[config.mk]
export PLATFORM = sky130hd
export DESIGN_NAME = ple_cell
export DESIGN_NICKNAME = d
export VERILOG_FILES = /design/src/hdl/positional_list_engine_macros.svh /design/src/hdl/ple_pkg.sv /design/src/hdl/ple_cell.sv
export SDC_FILE = /design/constraint.sdc
export NUM_CORES = 1
export LEC_CHECK = 0
export BUFFER_PORTS_ARGS = -buffer_cell sky130_fd_sc_hd__buf_2
export CAP_MARGIN = 0
export CELL_PAD_IN_SITES_DETAIL_PLACEMENT = 0
export CELL_PAD_IN_SITES_GLOBAL_PLACEMENT = 1
export CORE_AREA = 2 2 96 144
export CTS_CLUSTER_DIAMETER = 50
export DETAILED_ROUTE_END_ITERATION = 10
export DIE_AREA = 0 0 98 146
export PLACE_DENSITY = 0.83
export SLEW_MARGIN = 20
export SYNTH_ARGS = -nofsm -noshare
export SYNTH_HDL_FRONTEND = slang
export SYNTH_SLANG_ARGS = --single-unit
[constraint.sdc]
create_clock -name clock -period 5.8 [get_ports clock]
set_input_delay 0.87 -clock clock [delete_from_list [all_inputs] [get_ports clock]]
set_output_delay 0.87 -clock clock [all_outputs]
set_load 0.1 [all_outputs]
[src/hdl/positional_list_engine_macros.svh]
// Assertion macros for the positional list engine.
// Used by the top level; needs a signal named clock and one named reset in scope.
`ifndef POSITIONAL_LIST_ENGINE_MACROS_SVH
`define POSITIONAL_LIST_ENGINE_MACROS_SVH

// Check that the consequent holds in the same cycle as the antecedent
`define PLE_ASSERT_NOW(label, ante, cons, msg) \
   label: assert property (@(posedge clock) disable iff (reset) (ante) |-> (cons)) \
      else $error(msg);

// Check that the consequent holds in the cycle after the antecedent
`define PLE_ASSERT_NEXT(label, ante, cons, msg) \
   label: assert property (@(posedge clock) disable iff (reset) (ante) |=> (cons)) \
      else $error(msg);

`endif

[src/hdl/ple_pkg.sv]
// Shared types and constants for the positional list engine.
// No dependencies; used by every module of the block.
package ple_pkg;

   localparam int CAPACITY   = 64;
   localparam int ELEM_WIDTH = 32;
   localparam int IDX_WIDTH  = (CAPACITY > 1) ? $clog2(CAPACITY) : 1;
   localparam int POS_WIDTH  = $clog2(CAPACITY + 1);

   typedef enum logic [2:0] {
      OP_CLEAR  = 3'd0,
      OP_INSERT = 3'd1,
      OP_DELETE = 3'd2,
      OP_READ   = 3'd3,
      OP_LOCATE = 3'd4,
      OP_PRIOR  = 3'd5,
      OP_NEXT   = 3'd6
   } ple_op_type;

   typedef enum logic [1:0] {
      ST_IDLE,
      ST_EXEC,
      ST_RESP
   } ple_state_type;

   // Command broadcast to every cell of the row
   typedef struct packed {
      logic                  exec;       // execute phase: shift and compare
      logic                  shift_up;   // valid insert
      logic                  shift_down; // valid delete
      logic [POS_WIDTH-1:0]  pos;        // one-based target position
      logic [POS_WIDTH-1:0]  bound;      // last position that moves
      logic [POS_WIDTH-1:0]  search_lo;  // first position that may match
      logic [POS_WIDTH-1:0]  search_hi;  // last position that may match
      logic                  take_left;  // report predecessor, else successor
      logic [ELEM_WIDTH-1:0] value;      // insert value or search key
   } ple_cmd_type;

endpackage

[src/hdl/ple_cell.sv]
// One list slot: holds an entry, shifts with its neighbors, flags a key match.
// Depends on ple_pkg.
module ple_cell (
   input  logic                           clock,
   input  logic [ple_pkg::IDX_WIDTH-1:0]  cell_index,
   input  ple_pkg::ple_cmd_type           cmd,
   input  logic [ple_pkg::ELEM_WIDTH-1:0] left_entry,
   input  logic [ple_pkg::ELEM_WIDTH-1:0] right_entry,
   input  logic                           first_hit,
   output logic [ple_pkg::ELEM_WIDTH-1:0] entry,
   output logic                           match,
   output logic [ple_pkg::ELEM_WIDTH-1:0] read_tap,
   output logic [ple_pkg::ELEM_WIDTH-1:0] near_tap,
   output logic [ple_pkg::POS_WIDTH-1:0]  pos_tap
);

   logic [ple_pkg::ELEM_WIDTH-1:0] entry_ff;
   logic [ple_pkg::ELEM_WIDTH-1:0] entry_in;
   logic                           match_ff;
   logic                           match_in;
   logic [ple_pkg::POS_WIDTH-1:0]  slot_pos;

   // One-based position of this slot
   assign slot_pos = ple_pkg::POS_WIDTH'(cell_index) + ple_pkg::POS_WIDTH'(1);

   // Load, shift up, shift down or hold
   always_comb begin
      entry_in = entry_ff;
      if (cmd.exec && cmd.shift_up) begin
         if (slot_pos == cmd.pos) begin
            entry_in = cmd.value;
         end else if (slot_pos > cmd.pos && slot_pos <= cmd.bound) begin
            entry_in = left_entry;
         end
      end else if (cmd.exec && cmd.shift_down) begin
         if (slot_pos >= cmd.pos && slot_pos <= cmd.bound) begin
            entry_in = right_entry;
         end
      end
   end

   // Compare against the key within the search window
   always_comb begin
      match_in = match_ff;
      if (cmd.exec) begin
         match_in = (entry_ff == cmd.value) && (slot_pos >= cmd.search_lo)
                    && (slot_pos <= cmd.search_hi);
      end
   end

   always_ff @(posedge clock) begin
      entry_ff <= entry_in;
      match_ff <= match_in;
   end

   // Taps that the row ORs together
   assign read_tap = (slot_pos == cmd.pos) ? entry_ff : '0;
   assign near_tap = first_hit ? (cmd.take_left ? left_entry : right_entry) : '0;
   assign pos_tap  = first_hit ? slot_pos : '0;
   assign entry    = entry_ff;
   assign match    = match_ff;

endmodule

==> reports/metrics.yaml <==
hold_buffers: 0
wl_met2_um: 6687
drc: 0
dr_wl_met3_um: 896
powerDensity_nw_per_um2: 217.9
dp_hpwl_um: 10380
antenna_cells: 0
cp_common_cell: "buf_2"
post_cts_buffers: 0
async_flop_share_pct: 0
r2r-end: "match"
r2r_slack_ps: 4070
yosys_warnings: 0
htree_levels: 2
synthToLayoutAreaGrowth_pct: 41.11
criticalPathCategory: "input port to primary output"
worstHoldStart: "cmd[63]"
slew_headroom_pct: 30.91
gp_congestion: 0.8809
first_global_vias: 3556
vias: 3649
setup_tns_ps: 0
slew_violations: 0
max_freq_mhz: 226.7
cp_cell_sequence: "buf_2 > nand3_1 > nor2_1 > xor2_1 > ha_1 > and4_1 > and4_2 > buf_12 > and2_1 > buf_2"
via_per_inst: 4.619
synthFlopType: "edfxtp_1"
die_height_um: 146
drive_above_1_share_pct: 39.78
grt_pass1_wl_um: 19330
ff2ff_path_depth: 4
die_w_um: 98
finalCritPeriodShare_pct: 76.05
critPathLaunchType: "input port"
ant_nets: 0
setup_viol: 0
cts_tree: "yes"
worst_pin_slew_ps: 1036
synth.distinct_cells: 29
portBuffers: 239
final.setup_skew_ps: 4.490
max_cap_viol_count: 0
highest_layer: "met4"
ys_seq_area_share_pct: 27.50
r2r-start: "entry[13]"
hold_violations: 0
grt_use_total_pct: 17.16
max-vdd-ir-drop_uv: 89.61
io_pins: 240
final_core_util_pct: 39.25
numCtsBuffers: 5
num_rows: 51
dr.first_iter.drc_count: 68
min_to: "match"
syn_inst: 404
dpl-instance-area_um2: 4895
cts_sinks: 33
power_w: 0.001108
cts_resized: 0
cp_max_fo: 65
worstSkewPairLatency_ps: 280
synth-seq-cells: 33
syn_nets: 569
crit_path_top_delay_cell: "xor2_1"
synth_area_um2: 3603
worst_setup_path_end_kind: "primary output"
crit_arrival_ps: 3540
hold_class: "input port to register"
rsz0062_at_grt: "false"
timing.hold.ws_ps: 824.5
wl_per_cell_um: 16.25
cp_data_required_time_ps: 4930
static-leakage-power_nw: 2.508
clk_pin_slew_worst_paths_ps: 50
firstDrtPassIters: 5
clockBufferDepth: 2
synth.avg_cell_area_um2: 8.919
design_area_um2: 5085
initial_utilization_pct: 27.82
finalWirelength_um: 12830
cts-root-buf: "clkbuf_16"
hold_path_depth: 1
grt_max_degree: 66
antenna_found_initial: 0
wl_met1_um: 4886
slowest_delay_ps: 540
overflow: 0
period_needed_ps: 4411
synth_edf_count: 33
die-area_um2: 14310
nets: 795
status: "completed"
fp.coreArea_um2: 12950
## cell usage in the layout, fill, tap and decap left out
| cell type | synthesis | layout |
|---|---|---|
| nand3_1 | 4 | 4 |
| edfxtp_1 | 33 | 33 |
| a21oi_4 | 0 | 1 |
| ha_1 | 29 | 29 |
| bufinv_16 | 0 | 1 |
| o22ai_1 | 2 | 2 |
| clkbuf_16 | 0 | 5 |
| and4_2 | 0 | 1 |
| nor3_1 | 1 | 1 |
| o2111ai_1 | 1 | 1 |
| and2_1 | 39 | 38 |
| nor2_1 | 38 | 38 |
| buf_2 | 3 | 239 |
| mux2i_1 | 64 | 64 |
| a211oi_1 | 2 | 2 |
| buf_16 | 0 | 1 |
| clkinv_1 | 0 | 1 |
| nor4_1 | 2 | 2 |
| buf_12 | 2 | 1 |
| o21a_1 | 1 | 1 |
| xnor2_1 | 34 | 34 |
| clkbuf_1 | 12 | 1 |
| nand4_1 | 10 | 10 |
| o221ai_1 | 1 | 1 |
| nor2b_1 | 33 | 33 |
| and2_2 | 0 | 1 |
| a21oi_1 | 42 | 41 |
| and4_1 | 3 | 2 |
| a21o_1 | 2 | 2 |
| xor2_1 | 2 | 2 |
| o21ai_0 | 7 | 7 |
| nand2_1 | 5 | 5 |
| inv_1 | 26 | 26 |
| buf_4 | 2 | 1 |
## how the worst max path moves through the flow
stage | endpoint | from | cells after the start | slack [ps]
4_1_cts | read_tap[30] | cell_index[0] | 10 | 1400
5_1_grt | read_tap[22] | cell_index[0] | 10 | 1270
3_3_place_gp | entry[19] | cell_index[0] | 10 | 1450
6_report | read_tap[25] | cell_index[0] | 10 | 1390
2_1_floorplan | entry[0] | cell_index[0] | 11 | 1300
3_5_place_dp | entry[17] | cell_index[0] | 10 | 1360
## cells by family (layout without fill, tap and decap cells)
family                   after synthesis  in the layout  share of synthesized area [%]
AND/OR/NAND/NOR                      135            135                          20.49
multiplexers                          64             64                          17.78
AO/OA/AOI/OAI                         58             58                          8.680
buffers and inverters                 49            276                          6.735
XOR/XNOR                              36             36                          8.750
flip-flops                            33             33                          27.50
adder cells (fa/ha/maj)               29             29                          10.07
## report_power, final
group          switching [W]  internal, W  leakage, nW
Sequential         0.0000146     0.000284        0.308
Clock              0.0000980     0.000201       0.0785
Combinational       0.000380     0.000131         2.12
## metrics by stage
stage | instances | setup WS (ps)
after detailed placement | 781 | 1356
after global routing | 790 | 1273
final | 790 | 1389
after floorplan | 404 | 1304
after CTS | 789 | 1401
after global placement | 781 | 1449
## synthesized netlist by cell type (3+ instances only)
master | count | area share [%]
nand4_1 | 10 | 1.7
clkbuf_2 | 3 | 0.42
inv_1 | 26 | 2.7
nand2_1 | 5 | 0.52
edfxtp_1 | 33 | 27
nand3_1 | 4 | 0.56
and4_1 | 3 | 0.73
a21oi_1 | 42 | 5.8
clkbuf_1 | 12 | 1.2
xnor2_1 | 34 | 8.3
ha_1 | 29 | 10
nor2b_1 | 33 | 5.7
o21ai_0 | 7 | 0.97
nor2_1 | 38 | 4.0
buf_2 | 3 | 0.42
mux2i_1 | 64 | 18
and2_1 | 39 | 6.8
## routing by layer
metal / global-route usage [%] / vias up
met3: 2.930 / 20
li1: - / 1849
met1: 19.51 / 1599
met5: 0 / -
met2: 31.40 / 181
met4: 6.736 / 0
## area by class of cell
cell class | count | area (um2)
clock buffer | 6 | 128.9
inverter | 26 | 97.59
multi-input combinational | 322 | 2384
clock inverter | 2 | 33.78
sequential | 33 | 991.0
timing repair buffer | 242 | 1251
tap | 159 | 198.9
fill | 1366 | 7869
## worst max-delay path, delay by kind of cell
| kind | cells | cell delay [ps] |
|---|---|---|
| simple gates | 5 | 950 |
| buf+inv | 3 | 880 |
| xor+xnor | 1 | 540 |
| fa+ha+maj | 1 | 230 |
## registers in the layout, indices dropped and copies added (netlist names)
name,cells
match,1
entry,32
Note: power is estimated with default switching activity, not from simulation.
