[src/hdl/positional_list_engine_macros.svh]
// Assertion macros for the positional list engine.
// Used by the top level; needs a signal named clock and one named reset in scope.
`ifndef POSITIONAL_LIST_ENGINE_MACROS_SVH
`define POSITIONAL_LIST_ENGINE_MACROS_SVH

// Check that the consequent holds in the same cycle as the antecedent
`define PLE_ASSERT_NOW(label, ante, cons, msg) \
   label: assert property (@(posedge clock) disable iff (reset) (ante) |-> (cons)) \
      else $error(msg);

// Check that the consequent holds in the cycle after the antecedent
`define PLE_ASSERT_NEXT(label, ante, cons, msg) \
   label: assert property (@(posedge clock) disable iff (reset) (ante) |=> (cons)) \
      else $error(msg);

`endif

[src/hdl/ple_pkg.sv]
// Shared types and constants for the positional list engine.
// No dependencies; used by every module of the block.
package ple_pkg;

   localparam int CAPACITY   = 64;
   localparam int ELEM_WIDTH = 32;
   localparam int IDX_WIDTH  = (CAPACITY > 1) ? $clog2(CAPACITY) : 1;
   localparam int POS_WIDTH  = $clog2(CAPACITY + 1);

   typedef enum logic [2:0] {
      OP_CLEAR  = 3'd0,
      OP_INSERT = 3'd1,
      OP_DELETE = 3'd2,
      OP_READ   = 3'd3,
      OP_LOCATE = 3'd4,
      OP_PRIOR  = 3'd5,
      OP_NEXT   = 3'd6
   } ple_op_type;

   typedef enum logic [1:0] {
      ST_IDLE,
      ST_EXEC,
      ST_RESP
   } ple_state_type;

   // Command broadcast to every cell of the row
   typedef struct packed {
      logic                  exec;       // execute phase: shift and compare
      logic                  shift_up;   // valid insert
      logic                  shift_down; // valid delete
      logic [POS_WIDTH-1:0]  pos;        // one-based target position
      logic [POS_WIDTH-1:0]  bound;      // last position that moves
      logic [POS_WIDTH-1:0]  search_lo;  // first position that may match
      logic [POS_WIDTH-1:0]  search_hi;  // last position that may match
      logic                  take_left;  // report predecessor, else successor
      logic [ELEM_WIDTH-1:0] value;      // insert value or search key
   } ple_cmd_type;

endpackage

[src/hdl/ple_pick.sv]
// First-match picker: isolates the lowest set flag of the row.
// Depends on ple_pkg.
module ple_pick (
   input  logic [ple_pkg::CAPACITY-1:0] hits,
   output logic [ple_pkg::CAPACITY-1:0] first
);

   // Lowest set bit: flags AND their two's complement
   assign first = hits & (~hits + ple_pkg::CAPACITY'(1));

endmodule

[config.mk]
export PLATFORM = sky130hd
export DESIGN_NAME = ple_pick
export DESIGN_NICKNAME = d
export VERILOG_FILES = /design/src/hdl/positional_list_engine_macros.svh /design/src/hdl/ple_pkg.sv /design/src/hdl/ple_pick.sv
export SDC_FILE = /design/constraint.sdc
export NUM_CORES = 1
export LEC_CHECK = 0
export CAP_MARGIN = 20
export CORE_UTILIZATION = 30
export DETAILED_ROUTE_END_ITERATION = 6
export DONT_BUFFER_PORTS = 1
export SETUP_SLACK_MARGIN = 0.3
export SYNTH_ARGS = -nofsm -noshare
export SYNTH_HDL_FRONTEND = slang
export SYNTH_SLANG_ARGS = --single-unit
[constraint.sdc]
create_clock -name vclk -period 1.9
set_input_delay 0.38 -clock vclk [all_inputs]
set_output_delay 0.38 -clock vclk [all_outputs]
set_load 0.05 [all_outputs]
==> impl_metrics.toml, run 1 <==
[outcome]
status = "finished, violations left"
violations = "setup timing"

[setup_path]
cp_max_fo = 6
startpoint_type = "primary input"
arrival_ns = 2.01
crit_type = "in -> out"
end_kind = "primary output"
required_ns = 1.52

[place]
place_hpwl_um = 4170
place_congestion = 0.833
place_area_um2 = 2500
numPlacedInstances = 269
io_buffers = 0

[sta]
relSlewSlack_pct = 67.2
fin_crit_ns = 2.39
worst_pin_slew_ns = 0.496
period_share_pct = 126
rsz0062_at_grt = "true"
worst_slack_ns = -0.492
clock.fmax_mhz = 418
setup_violations = 55
hold_viol = 0
maxSlewViolCount = 0

[die]
dieArea_um2 = 4000
pin_count = 128
die_width_um = 63.3
fp-row-count = 21
core_region_area_um2 = 3470
die_h_um = 63.3
start_util_pct = 32.5

[clock_tree]
hold_buffers = 0

[worst_hold_path]
hold_start = "hits[0]"
hp-class = "in -> out"
hold_path_depth = 0
hold_end = "first[0]"

[drt]
avgRoutedWirePerCell_um = 18.0
antenna_left = 0
vias = 1666
first_pass_iters = 3
totalWireLength_um = 5160
drt-initial-drc-count = 29
drc = 0
routed_via_density = 5.80

[final_layout]
layout.nets = 307
clkbuf_count = 0
antennaDiodeCount = 0
fin_area_um2 = 2780
regArea_um2 = 0
n_sequential_cell = 0
drive_gt1_share_pct = 71.0
final_cells = 287
synthToLayoutAreaGrowth_pct = 147

[synthesis]
synth_fa_ha_area_share_pct = 0
ys_seq_area_share_pct = 0
syn_nets = 222
synth_xor_xnor_area_share_pct = 0
postSynthCellCount = 158
synth.mux.area_fraction_pct = 0
synth_area_per_cell_um2 = 7.13
synth_area_um2 = 1130
yosys.area_share.simple_pct = 94.9
yosys_warnings = 0
synth.distinct_cells = 32
synth_compound_area_share_pct = 0
synth_top_family_by_area = "simple AND/OR/NAND/NOR gates"

[global_routing]
grt_util_met1_pct = 22.9
use_met2_pct = 51.6
first_global_vias = 1749
gr-total-overflow = 0
grt_max_degree = 13
gr-usage-all-layers_pct = 23.8
grt_pass1_wl_um = 7910
grt_util_met3_pct = 4.17
antenna_found_initial = 0
top_usage_layer = "met2"

[power_and_ir_drop]
total_power_uw = 109
ir_drop_v = 0.0000320
cellPowerDensity_nw_per_um2 = 39.1
p_leak_nw = 1.28

[flow_run]
drv_cap = 0
through the flow:
step                      utilization [%]  setup TNS [ns]  hold slack [ns]  worst slack (ns)
after detailed placement             72.1          -14.64            0.761            -0.483
after global placement               72.1          -12.85            0.761            -0.441
after global routing                 80.2          -18.88            0.761            -0.572
after CTS                            76.3          -13.17            0.761            -0.470
final                                80.2          -14.68            0.761            -0.492
after floorplan                         -          -14.23            0.826            -0.557
layout make-up:
| class | instances | area (um^2) |
|---|---|---|
| multi-input combinational | 148 | 1550 |
| tap | 46 | 57.6 |
| inverter | 6 | 22.5 |
| timing repair buffer | 87 | 1150 |
| fill | 197 | 687 |
timing repair:
action	in CTS	in global routing
gates cloned	0	1
setup endpoints to repair	55	55
setup buffers	9	8
pin swaps	26	11
gates resized for setup	17	13
cells by family after synthesis:
| group | count (synthesis) |
|---|---|
| buf+inv | 10 |
| simple gates | 148 |
per-layer routing:
metal / vias to the layer above / share of wire (%)
met5: - / 0
met4: 0 / 1.3
met3: 8 / 6.3
met2: 78 / 60
met1: 794 / 32
li1: 786 / -
where the power goes:
part,leakage [nW],total (mW),switching (mW),internal (mW)
registers,0,0,0,0
clock network,0,0,0,0
logic,1.28,0.109,0.0541,0.0547
worst max-delay path: stages:
cell     delay [ns]
or4_4          0.54
nor3_4         0.26
nand3_4        0.13
buf_12         0.17
buf_4          0.14
nor4_4         0.21
buf_12         0.18
worst max-delay path by stage:
stage | startpoint | end | slack, ns | depth (start not counted)
finish | hits[34] | first[62] | -0.49 | 7
global route | hits[56] | first[62] | -0.57 | 6
CTS | hits[34] | first[56] | -0.47 | 6
detailed placement | hits[34] | first[63] | -0.48 | 6
global placement | hits[34] | first[63] | -0.44 | 6
floorplan | hits[34] | first[56] | -0.56 | 4
cells in the final DEF (no fill, tap or decap), drive strengths merged:
cell,Yosys,final
buf,4,86
nor3,27,27
nor2,19,19
nor4,18,18
and3,17,17
nand2,13,13
and2,8,8
inv,6,6
nand4,5,5
or4,5,5
and3b,5,5
nor4b,5,5
and4b,5,5
nand3b,3,3
nand3,3,3
nand2b,3,3
or3,3,3
nor3b,3,3
and4,2,2
nor2b,2,2
or2,1,1
nor4bb,1,1
clkbuf,0,1
cells in the mapped netlist (2+ instances only):
cell	instances	area share [%]
or3_1	2	1.1
nor4_4	2	3.8
and4b_1	5	4.4
and4_1	2	1.6
nor4_1	7	3.9
and2_1	8	4.4
nor3_1	15	6.7
nand3_1	2	0.89
nor4_2	9	10
buf_6	2	2.0
nor3b_1	3	2.0
nor4b_2	2	2.7
nor2_1	19	6.3
or4_1	2	1.3
nor3_2	11	9.8
nand4_1	5	2.8
nor4b_1	3	2.3
nand3b_1	3	2.0
and3b_1	5	3.9
nor2b_1	2	1.1
or4_4	3	3.0
inv_1	6	2.0
and3_1	17	9.4
nand2_1	13	4.3
nand2b_1	3	1.7
No activity file was read; power rests on OpenSTA's default activity.
==> inputs of run 2 (changes only) <==
==> constraint.sdc (replaced) <==
create_clock -name vclk -period 2.45
set_input_delay 0.49 -clock vclk [all_inputs]
set_output_delay 0.49 -clock vclk [all_outputs]
set_load 0.05 [all_outputs]
==> run 2 against run 1 <==
The run still ends with setup timing left. Clock-buffer cell count unchanged. Power down 27%. Worst hold slack better by 0.22 ns. Sequential cell count unchanged. Cell count down 4.9%. Via count down 4.6%. Largest power group unchanged. Highest routed layer unchanged.
==> impl_metrics.toml, run 2 (same netlist as run 1, synthesis figures left out) <==
[power_and_ir_drop]
pwr-share-comb_pct = 100.0
pwr-share-seq_pct = 0
clockPowerShare_pct = 0
cellPowerDensity_nw_per_um2 = 29.6
power_switching_uw = 41.0
ir_drop_v = 0.0000210
p_int_uw = 38.7
switching_share_pct = 51.4
p_leak_nw = 1.23

[die]
fp-row-count = 21
core_region_area_um2 = 3470
die_h_um = 63.3
start_util_pct = 32.5
pin_count = 128
dieArea_um2 = 4000
die_width_um = 63.3

[sta]
relSlewSlack_pct = 66.0
clock.fmax_mhz = 390
setup-tns-final_ns = -1.32
period_share_pct = 105
maxSlewViolCount = 0
worst_slack_ns = -0.114
hold_viol = 0
rsz0062_at_grt = "true"
fin_crit_ns = 2.56
whs_ns = 0.980
setup_violations = 19
worst_pin_slew_ns = 0.511

[setup_path]
crit_type = "in -> out"
required_ns = 1.96
cp_max_fo = 6
arrival_ns = 2.07
startpoint_type = "primary input"
end_kind = "primary output"

[global_routing]
antenna_found_initial = 0
gr-total-overflow = 0
grt_pass1_wl_um = 7660
gr-usage-all-layers_pct = 23.2
first_global_vias = 1716
grt_max_degree = 13

[outcome]
status = "finished, violations left"
violations = "setup timing"

[drt]
drc = 0
first_pass_iters = 4
vias = 1590
antenna_left = 0
totalWireLength_um = 4880
drt-initial-drc-count = 48
routed_via_density = 5.82
avgRoutedWirePerCell_um = 17.9

[final_layout]
n_sequential_cell = 0
drive_gt1_share_pct = 67.4
layout.nets = 293
final_common_cell = "buf_12"
regArea_um2 = 0
synthToLayoutAreaGrowth_pct = 139
antennaDiodeCount = 0
clkbuf_count = 0
fillers = 234
multi_input_area_um2 = 1530
mostFrequentLayoutCells = "buf_12, buf_4, nor3_4"

[flow_run]
drv_cap = 0

[place]
place_hpwl_um = 4020
io_buffers = 0
place_congestion = 0.845

[worst_hold_path]
hp-class = "in -> out"

[clock_tree]
hold_buffers = 0
==> run 2: worst paths after layout <==
path / slack [ns] / cells past startpoint / start / end
min: 0.98 / 0 / hits[0] / first[0]
max: -0.11 / 6 / hits[34] / first[63]
==> run 2: critical path, cell delays in order <==
cell and delay (ns):
or4_4 0.54, nor3_4 0.24, nand3_4 0.13, buf_12 0.18, nor4_4 0.32, buf_12 0.18
==> run 2: timing repair <==
item / CTS / global route
buffers inserted: 10 / 3
gates cloned: 1 / 0
pin swaps: 35 / 20
gates resized for setup: 32 / 12
setup endpoints to repair: 50 / 55
==> run 2: power by group through the flow <==
stage / Sequential (mW) / Combinational [mW] / Clock (mW)
floorplan: 0 / 0.0606 / 0
global placement: 0 / 0.0698 / 0
detailed placement: 0 / 0.0720 / 0
CTS: 0 / 0.0775 / 0
global route: 0 / 0.0844 / 0
finish: 0 / 0.0796 / 0
==> run 2: layout make-up <==
class | instances | share of cell area, %
Inverter | 6 | 0.837
Timing Repair Buffer | 73 | 40.0
Tap cell | 46 | 2.14
Multi-Input combinational cell | 148 | 57.0
==> run 2: through the flow <==
stage	utilization, %	area [um^2]	cells	total power [mW]	setup WS [ns]
5_1_grt	77.6	2690	273	0.0844	-0.198
3_5_place_dp	68.3	2370	259	0.0720	-0.134
6_report	77.6	2690	273	0.0796	-0.114
2_1_floorplan	-	1500	158	0.0606	-0.227
3_3_place_gp	68.3	2370	259	0.0698	-0.110
4_1_cts	75.1	2600	270	0.0775	-0.107
==> run 2: metal layers <==
metal	vias to the layer above	wire [um]	part of all wire [%]	track usage [%]
met5	-	0	0	0
met4	0	48	0.98	1.42
met3	4	384	7.9	4.35
met2	72	2910	60	50.1
met1	754	1530	31	23.0
li1	760	-	-	-
